$ cat src/hw/rtl/mfq_pkg.sv
// ----------------------------------------------------------------------------
// mfq_pkg
// Shared constants, codes and types of the three-level feedback queue
// scheduler: field widths, status and outcome codes, queue entry layout and
// the command and status groups between controller and datapath.
// ----------------------------------------------------------------------------
`default_nettype none

package mfq_pkg;

  // Sizing.
  localparam int MAX_PROCESSES = 64;
  localparam int PID_W         = $clog2(MAX_PROCESSES);
  localparam int PTR_W         = PID_W;
  localparam int CNT_W         = $clog2(MAX_PROCESSES + 1);
  localparam int NUM_LEVELS    = 3;

  // Fixed field widths.
  localparam int LVL_W     = 2;
  localparam int TIME_W    = 16;
  localparam int CLOCK_W   = 32;
  localparam int SUM_W     = 40;
  localparam int STATUS_W  = 2;
  localparam int OUTC_W    = 2;
  localparam int PERIOD_W  = 4;
  localparam int CFG_IDX_W = 2;
  localparam int CFG_DAT_W = 16;

  // Input commands.
  localparam logic CMD_ADD      = 1'b0;
  localparam logic CMD_DISPATCH = 1'b1;

  // Queue levels.
  localparam logic [LVL_W-1:0] LVL_TOP    = 2'd0;
  localparam logic [LVL_W-1:0] LVL_MIDDLE = 2'd1;
  localparam logic [LVL_W-1:0] LVL_FCFS   = 2'd2;
  localparam logic [LVL_W-1:0] LVL_EXTRA  = 2'd3;

  // Result status codes.
  localparam logic [STATUS_W-1:0] ST_ADDED      = 2'd0;
  localparam logic [STATUS_W-1:0] ST_REJECTED   = 2'd1;
  localparam logic [STATUS_W-1:0] ST_DISPATCHED = 2'd2;
  localparam logic [STATUS_W-1:0] ST_EMPTY      = 2'd3;

  // Dispatch outcome codes.
  localparam logic [OUTC_W-1:0] OUTC_FINISHED = 2'd0;
  localparam logic [OUTC_W-1:0] OUTC_MIDDLE   = 2'd1;
  localparam logic [OUTC_W-1:0] OUTC_PROMOTED = 2'd2;
  localparam logic [OUTC_W-1:0] OUTC_FCFS     = 2'd3;

  // Configuration register indexes.
  localparam logic [CFG_IDX_W-1:0] CFG_QUANTUM_TOP    = 2'd0;
  localparam logic [CFG_IDX_W-1:0] CFG_QUANTUM_MIDDLE = 2'd1;
  localparam logic [CFG_IDX_W-1:0] CFG_PROMOTE_PERIOD = 2'd2;

  // Configuration reset values.
  localparam logic [TIME_W-1:0]   QUANTUM_TOP_RST    = 16'd8;
  localparam logic [TIME_W-1:0]   QUANTUM_MIDDLE_RST = 16'd16;
  localparam logic [PERIOD_W-1:0] PROMOTE_PERIOD_RST = 4'd4;

  // One queue entry.
  typedef struct packed {
    logic [PID_W-1:0]  pid;
    logic [TIME_W-1:0] rem;
    logic [TIME_W-1:0] orig;
  } entry_t;

  // Commands from the controller to the datapath.
  typedef struct packed {
    logic idle;   // ready for a new item
    logic exec;   // decode: add, or select and pop a queue head
    logic apply;  // run the popped job and requeue it if unfinished
    logic sum1;   // completion sum and waiting time
    logic sum2;   // waiting sum
    logic load;   // load the result register
  } mfq_cmd_t;

  // Status from the datapath to the controller.
  typedef struct packed {
    logic job_valid;
    logic is_add;
    logic has_job;
    logic finished;
    logic out_free;
  } mfq_stat_t;

endpackage

`default_nettype wire

$ cat src/hw/rtl/mfq_ctrl.sv
// ----------------------------------------------------------------------------
// mfq_ctrl
// Controller of the scheduler. Steps one item through decode, job run,
// the two accumulation steps and the result load.
// ----------------------------------------------------------------------------
`default_nettype none

module mfq_ctrl (
  input  logic               clk,
  input  logic               rst,
  input  mfq_pkg::mfq_stat_t stat,
  output mfq_pkg::mfq_cmd_t  cmd
);
  import mfq_pkg::*;

  typedef enum logic [5:0] {
    S_IDLE   = 6'b000001,
    S_EXEC   = 6'b000010,
    S_READ   = 6'b000100,
    S_SUM1   = 6'b001000,
    S_SUM2   = 6'b010000,
    S_RESULT = 6'b100000
  } state_t;

  state_t state;
  state_t state_next;

  // Next-state logic.
  always_comb begin
    state_next = state;
    case (state)
      S_IDLE: begin
        if (stat.job_valid) state_next = S_EXEC;
      end
      S_EXEC: begin
        if (!stat.is_add && stat.has_job) state_next = S_READ;
        else                              state_next = S_RESULT;
      end
      S_READ: begin
        if (stat.finished) state_next = S_SUM1;
        else               state_next = S_RESULT;
      end
      S_SUM1: begin
        state_next = S_SUM2;
      end
      S_SUM2: begin
        state_next = S_RESULT;
      end
      S_RESULT: begin
        if (stat.out_free) state_next = S_IDLE;
      end
      default: begin
        state_next = S_IDLE;
      end
    endcase
  end

  // State register.
  always_ff @(posedge clk) begin
    if (rst) state <= S_IDLE;
    else     state <= state_next;
  end

  // Commands to the datapath.
  always_comb begin
    cmd.idle  = (state == S_IDLE);
    cmd.exec  = (state == S_EXEC);
    cmd.apply = (state == S_READ);
    cmd.sum1  = (state == S_SUM1);
    cmd.sum2  = (state == S_SUM2);
    cmd.load  = (state == S_RESULT) && stat.out_free;
  end

endmodule

`default_nettype wire

$ cat config.mk
export PLATFORM = sky130hd
export DESIGN_NAME = mfq_ctrl
export DESIGN_NICKNAME = d
export VERILOG_FILES = /design/src/hw/rtl/mfq_pkg.sv /design/src/hw/rtl/mfq_ctrl.sv
export SDC_FILE = /design/constraint.sdc
export NUM_CORES = 1
export LEC_CHECK = 0
export CORE_AREA = 4 4 41 43
export DETAILED_ROUTE_END_ITERATION = 10
export DIE_AREA = 0 0 45 47
export DONT_BUFFER_PORTS = 1
export HOLD_SLACK_MARGIN = 0.12
export MAX_ROUTING_LAYER = met4
export PLACE_DENSITY = 0.51
export SETUP_SLACK_MARGIN = 0.02
export SLEW_MARGIN = 10
export SYNTH_ARGS = -nofsm -noshare
export SYNTH_HDL_FRONTEND = slang
export SYNTH_SLANG_ARGS = --single-unit
export TNS_END_PERCENT = 20
$ cat constraint.sdc
create_clock -name clk -period 3.6 [get_ports clk]
set_clock_uncertainty 0.1 [all_clocks]
set_input_delay 1.08 -clock clk [delete_from_list [all_inputs] [get_ports clk]]
set_output_delay 1.08 -clock clk [all_outputs]
set_load 0.1 [all_outputs]
# Word level (Yosys, flattened, before mapping)
# Cells that the tools add are included.
word_totals:
  reg_bits: 6
  latch_bits: 0
  ramBits: 0
  mem_bits_ro: 0
  inputBits: 7
  wordCells: 18
  n_memories: 0
op_classes:
  n_addsub: 0
  multipliers: 0
  div_mod_pow: 0
  order_cmp: 0
  eq_ne: 8
  shift: 0
  mux: 5
  n_bitwise: 0
  n_reduce_logical: 4
ops:
  columns: ["op", "n"]
  rows:
  - ["case mux 6 bit (6 select lines)", 1]
  - ["2-to-1 mux 6 bit", 4]
  - ["equality test 6 x 1 -> 1 bit (second input constant)", 1]
  - ["equality test 6 x 2 -> 1 bit (second input constant)", 1]
  - ["equality test 6 x 3 -> 1 bit (second input constant)", 1]
  - ["equality test 6 x 4 -> 1 bit (second input constant)", 1]
  - ["equality test 6 x 5 -> 1 bit (second input constant)", 1]
  - ["equality test 6 bit (second input constant)", 1]
  - ["!= test 2 bit (second input constant)", 2]
  - ["logical AND 1 bit", 2]
  - ["AND reduction 2 bit", 1]
  - ["zero test 1 bit", 1]

# Logic depth before layout (Yosys ltp)
# Gate-level depths: netlist (run 1).
logic_depth:
  word_depth: 4
  mapped_depth: 5
  depth_no_buf: 4

# Worst setup path before layout (run 1)
# Ideal clock, no wire load.
synth_path:
  kind: "reg-to-output"
  start: "register state[1]"
  end: "output port cmd[2] (netlist name)"
  arrival_time_ps: 2775
  t_required_ps: 2420
  path_slack_ps: -355
  stages_incl_launch_ff: 4
  path_buffers: 0
  path_cell_list: "dfxtp_1 -> nor2_1 -> nand2_2 -> nor3b_1"
synth_rtl:
  columns: ["item", "line_no", "source"]
  rows:
  - ["start: declaration", "mfq_ctrl.sv:25", "state_t state;"]
  - ["start signal: assignment", "mfq_ctrl.sv:61", "else state <= state_next;"]
  - ["end: declaration", "mfq_ctrl.sv:12", "output mfq_pkg::mfq_cmd_t cmd"]

==> results of run 1 <==
-- per-stage QoR --
step           power [mW]  cell area (sq um)  instances  hold slack (ps)
2_1_floorplan       0.115                364         39              455
3_3_place_gp        0.122                434         59              512
3_5_place_dp        0.123                434         59              518
4_1_cts             0.190                457         62              527
5_1_grt             0.194                457         62              569
6_report            0.187                457         62              528
-- cells in the mapped netlist (2+ instances only) --
cell | n | area share
nor2_1 | 4 | 0.042
nor3b_1 | 3 | 0.063
nand2b_1 | 2 | 0.035
nor2b_1 | 3 | 0.052
nor4b_1 | 4 | 0.098
dfxtp_1 | 6 | 0.33
-- report_power, final --
group | total [mW] | switching, mW | internal [mW]
clock | 0.0651 | 0.0271 | 0.0379
combinational | 0.0464 | 0.0308 | 0.0156
sequential | 0.0754 | 0.00620 | 0.0692
total | 0.187 | 0.0641 | 0.123
-- path summary, 6_finish.rpt --
check | end | slack, ps | cells after the start
hold reg to reg | state[5] | 530 | 3
hold / removal | state[5] | 530 | 3
setup reg to reg | state[0] | 2070 | 5
setup / recovery | cmd[0] | 880 | 3
-- critical path, stage by stage (launching register included) --
cell     delay, ps
dfxtp_1        410
nor4_2         360
and4b_1        230
buf_4          280
-- metal layers --
| metal | vias up | part of all wire |
|---|---|---|
| met3 | 0 | 0.095 |
| met5 | - | 0 |
| li1 | 162 | - |
| met2 | 10 | 0.44 |
| met4 | 0 | 0 |
| met1 | 137 | 0.47 |
-- cell families (layout without fill, tap and decap cells) --
group	Yosys count	after routing
AND/OR/NAND/NOR	25	25
flip-flops	6	6
AO/OA/AOI/OAI	5	5
buffers and inverters	2	10
XOR/XNOR	1	1
-- layout make-up --
type                            count  area share
Clock buffer                        3      0.0493
Inverter                            1     0.00822
Multi-Input combinational cell     31       0.540
Sequential cell                     6       0.263
Tap cell                           15      0.0411
Timing Repair Buffer                6      0.0986
==> results.md, run 1 <==
- Status: completed
- Global route total overflow: 0
- Finished Core Util: 0.351
- Critical Path Fanout Max: 7
- CTS tree: yes
- Final net count: 56
- Largest registers: state: 6 flops
- Synthesis-to-finish area growth: 27.2%
- Reg-to-Reg Start: state[1]
- First-pass GRT wire length: around 1.4 mm
- Syn. warnings: 0
- GR Util All Layers: 0.0931
- Total CTS buffers: 3
- Starting Density: 0.276
- I/O Pins: 13
- Die Ht: ~47 um
- PwrDens: 409 nW/um^2
- Root Driver: clkbuf_4
- Most Used Layer, Global Route: met2
- Syn nets: 46
- Total routed wirelength: 781 um
- Number of flip-flops in the largest register: 6
- Share of cells above drive strength 1: 0.362
- Most flops, register: state
- Via density: 4.98
- Tmin final: between 2000 and 3000 ps
- Synthesized area per cell: 9.21 sq um
- Tcrit/Tclk final: 0.754
- Post-synthesis xor/xnor area fraction: 0.0244
- # fillers: approximately 150
- Post-synthesis sequential area ratio: 0.334
- VDD IR max: about 0.11 mV
- Fin Setup TNS: 0 ps
- Met3 Usage GRT: 0.0345
- DRT iter0 DRCs: 2
- Post-synth EDFFs: 0
- Grt met1 use: 0.114
- Setup ws final: approximately 900 ps
- Chip width: 45 um
- Ys async rst share: 0
- Max-slew headroom: 0.765
- # resized after CTS: 0
- Slew Viols, Final: 0
- Multi-input gate area: 246 sq um
- Met2 usage: 0.130
- Mux contribution to synthesized area: 0
- H-tree depth: 1
- Fmax: 0.368 GHz
- Most frequent cells in the layout: buf_4 (6), dfxtp_1 (6), nor4b_1 (4), nor2b_1 (3), clkbuf_4 (3)
- Hold Path Class: reg2reg
- Hold Path Origin: state[5]
- Total iterations of the first detailed-routing run: 3
- Clk slew on worst S/H paths: about 50 ps
- Port bufs: 0
- MaxCap Viol Count: 0
- Count of final setup violators: 0
- CP startpoint kind: flip-flop
- Post-synthesis compound-gate area fraction: 0.0941
- Crit Path Category: reg2out
- CP Data Arrival Time: between 1500 and 2000 ps
- Core area: about 1300 sq um
- Post-synthesis cell count: 39
- Setup crit end kind: output port
- Pleak: about 0.17 nW
- Crit path from: state[0]
- Via count of the first global-routing pass: roughly 330
- Largest net degree at the start of global routing: 8
- Synth Area in Adders: 0
- Register area: between 100 and 150 sq um
- Clk_lat worst skew: ~250 ps
- Post-DR wirelength/cell: around 13 um
- Simple-Gate Fraction of Synth Area: 0.505
- Synth Cell Area: around 360 sq um
- TritonCTS Sinks: 6
- Hpwl dp: roughly 600 um
- FP Rows: 13
- Flops & latches, synth: 6
- Pre-CTS WS: 885 ps
- Clk buf depth: 2
- Via total after detailed routing: 309
- Die ar.: roughly 2100 sq um
- Worst-Margin Slew: between 300 and 400 ps
- Antenna Cells: 0
- Cell variety after synth: 23
- Antenna violations before repair: 0
- Ys flop type: dfxtp_1
- Cts hold-fix bufs: 0
- RSZ-0062 raised after global routing: false
- Largest family of logic cells by synthesized area: simple AND/OR/NAND/NOR gates
- Worst EP required: 2420 ps
- Routed Antenna Nets: 0
- Final hold violations: 0
- Buffer count from post-CTS setup fixing: 0
- Remaining DRCs: 0
- GPL Wtd Cong: 0.786
(Power assumes the default switching activity.)
==> run 2, diff against run 1 <==
- clock period: 3.6 -> 2.5 ns (I/O delays scaled with it)
==> run 2 against run 1 <==
  * Largest power group unchanged
  * First-iteration DRC count rose to 5.0 times the previous value
  * Critical path depth unchanged
  * Critical endpoint unchanged
  * Critical path type unchanged
  * Non-clock buffer count unchanged
  * Clock power grew 45%
  * Register-to-register slack got worse by 1100 ps
  * Design area increased by 2.7%
  * Combinational power up 45%
  * Setup slack lost 710 ps
  * Largest cell class unchanged
  * Cell count unchanged
  * Total power grew 45%
  * Hold slack worse by 62 ps
==> results.md, run 2 (same netlist as run 1, synthesis figures left out) <==
- Tcrit/Tclk final: 0.929
- Crit Path Category: reg2out
- CP Data Arrival Time: approximately 1500 ps
- Switching Power: 93.5 uW
- Total CTS buffers: 3
- Final non-filler cell total: between 60 and 70
- CTS tree: yes
- Root Driver: clkbuf_4
- Synthesis-to-finish area growth: 30.7%
- Internal power: between 150 and 200 uW
- Worst path cell trace: nor4_2 -> and4b_1 -> buf_12
- Antenna violations before repair: 0
- CP startpoint kind: flip-flop
- GPL Wtd Cong: about 0.80
- Pwr Total: between 200 and 300 uW
- Total routed wirelength: between 800 and 900 um
- Max-slew headroom: 0.766
- Setup crit end kind: output port
- PwrDens: a little under 600 nW/um^2
- Pleak: around 0.17 nW
- Die ar.: around 2100 sq um
- Final net count: 56
- VDD IR max: 0.266 mV
- GR Util All Layers: 0.0941
- Starting Density: 0.276
- Clk_lat worst skew: approximately 250 ps
- Finished Core Util: 0.361
- Share of cells above drive strength 1: 0.362
- Cts hold-fix bufs: 0
- Seq pwr share: 0.402
- Remaining DRCs: 0
- Routed Antenna Nets: 0
- Post-DR wirelength/cell: approximately 13 um
- Most frequent cells in the layout: dfxtp_1 (6), buf_4 (5), nor4b_1 (4), nor2b_1 (3), clkbuf_4 (3)
- Clock power frac: 0.349
- Chip width: 45 um
- # resized after CTS: 0
- Hpwl dp: 625 um
- Core area: ~1300 sq um
- Hold Path Class: in2reg
- Fmax: 0.430 GHz
- Final hold violations: 0
- # fillers: between 100 and 150
- DRT iter0 DRCs: 10
- Count of final setup violators: 0
- Total iterations of the first detailed-routing run: 4
- Via density: roughly 5.4
- H-tree depth: 1
- FP Rows: 13
- Status: completed
- RSZ-0062 raised after global routing: false
- Clk slew on worst S/H paths: roughly 50 ps
- Tmin final: roughly 2300 ps
- Clk buf depth: 2
- Die Ht: about 47 um
- TritonCTS Sinks: 6
- Slowest cell on crit path: dfxtp_1
- Via count of the first global-routing pass: between 300 and 400
- Via total after detailed routing: ~340
- Comb pwr share: 0.249
- I/O Pins: 13
- Number of flip-flops in the largest register: 6
- Critical Path Fanout Max: 7
- Antenna Cells: 0
- Slowest stage delay, CP: about 400 ps
- Largest net degree at the start of global routing: 8
- Commonest non-fill, non-tap cell in the layout: dfxtp_1
- Worst EP required: roughly 1700 ps
- First-pass GRT wire length: ~1.3 mm
- Slew Viols, Final: 0
- Global route total overflow: 0
- Placed Cells: between 50 and 60
- Worst-Margin Slew: approximately 350 ps
- Port bufs: 0
- Sw Ratio: 0.346
- Most flops, register: state
- Largest registers: state: 6 flops
- Buffer count from post-CTS setup fixing: 0
- MaxCap Viol Count: 0
==> run 2: changes by cell type in the layout (fill, tap and decap cells not counted) <==
cell	change
buf_12	+1
buf_4	-1
==> run 2: critical path, delay by kind of cell, from the launching register on <==
| kind | cells | cell delay [ps] |
|---|---|---|
| simple gates | 2 | 630 |
| flops | 1 | 400 |
| buf+inv | 1 | 180 |
==> run 2: per-layer routing <==
layer,routed length [um],track usage
met5,0,-
met4,0,0.0175
met3,109,0.0728
met2,369,0.144
met1,334,0.0963
==> run 2: area by class of cell <==
cell class,instances,area [sq um],share of cell area
well taps,15,18.8,0.0400
inverters,1,3.75,0.00800
flip-flops and latches,6,120,0.256
repair buffers,6,57.6,0.123
multi-input cells,31,246,0.525
clock buffers,3,22.5,0.0480
==> run 2: final timing paths <==
path	endpoint	cells past startpoint	startpoint	slack (ps)
worst max register to register	state[0]	5	state[1]	950
worst min register to register	state[5]	3	state[5]	520
worst max-delay path	cmd[0]	3	state[3]	180
worst min-delay path	state[1]	1	rst	470
==> run 2: through the flow <==
step	setup slack, ps	cell area [sq um]	TNS [ps]	hold slack (ps)
finish	177	469	0	465
CTS	172	469	0	465
global route	123	469	0	462
detailed placement	448	447	0	523
floorplan	-249	364	-790	455
global placement	474	447	0	508
==> run 2: power by group through the flow <==
stage / registers [mW] / clock network [mW] / logic [mW]
final: 0.109 / 0.0944 / 0.0673
after global routing: 0.109 / 0.100 / 0.0724
after CTS: 0.109 / 0.0963 / 0.0680
after detailed placement: 0.110 / 0 / 0.0677
after global placement: 0.110 / 0 / 0.0662
after floorplan: 0.105 / 0 / 0.0610
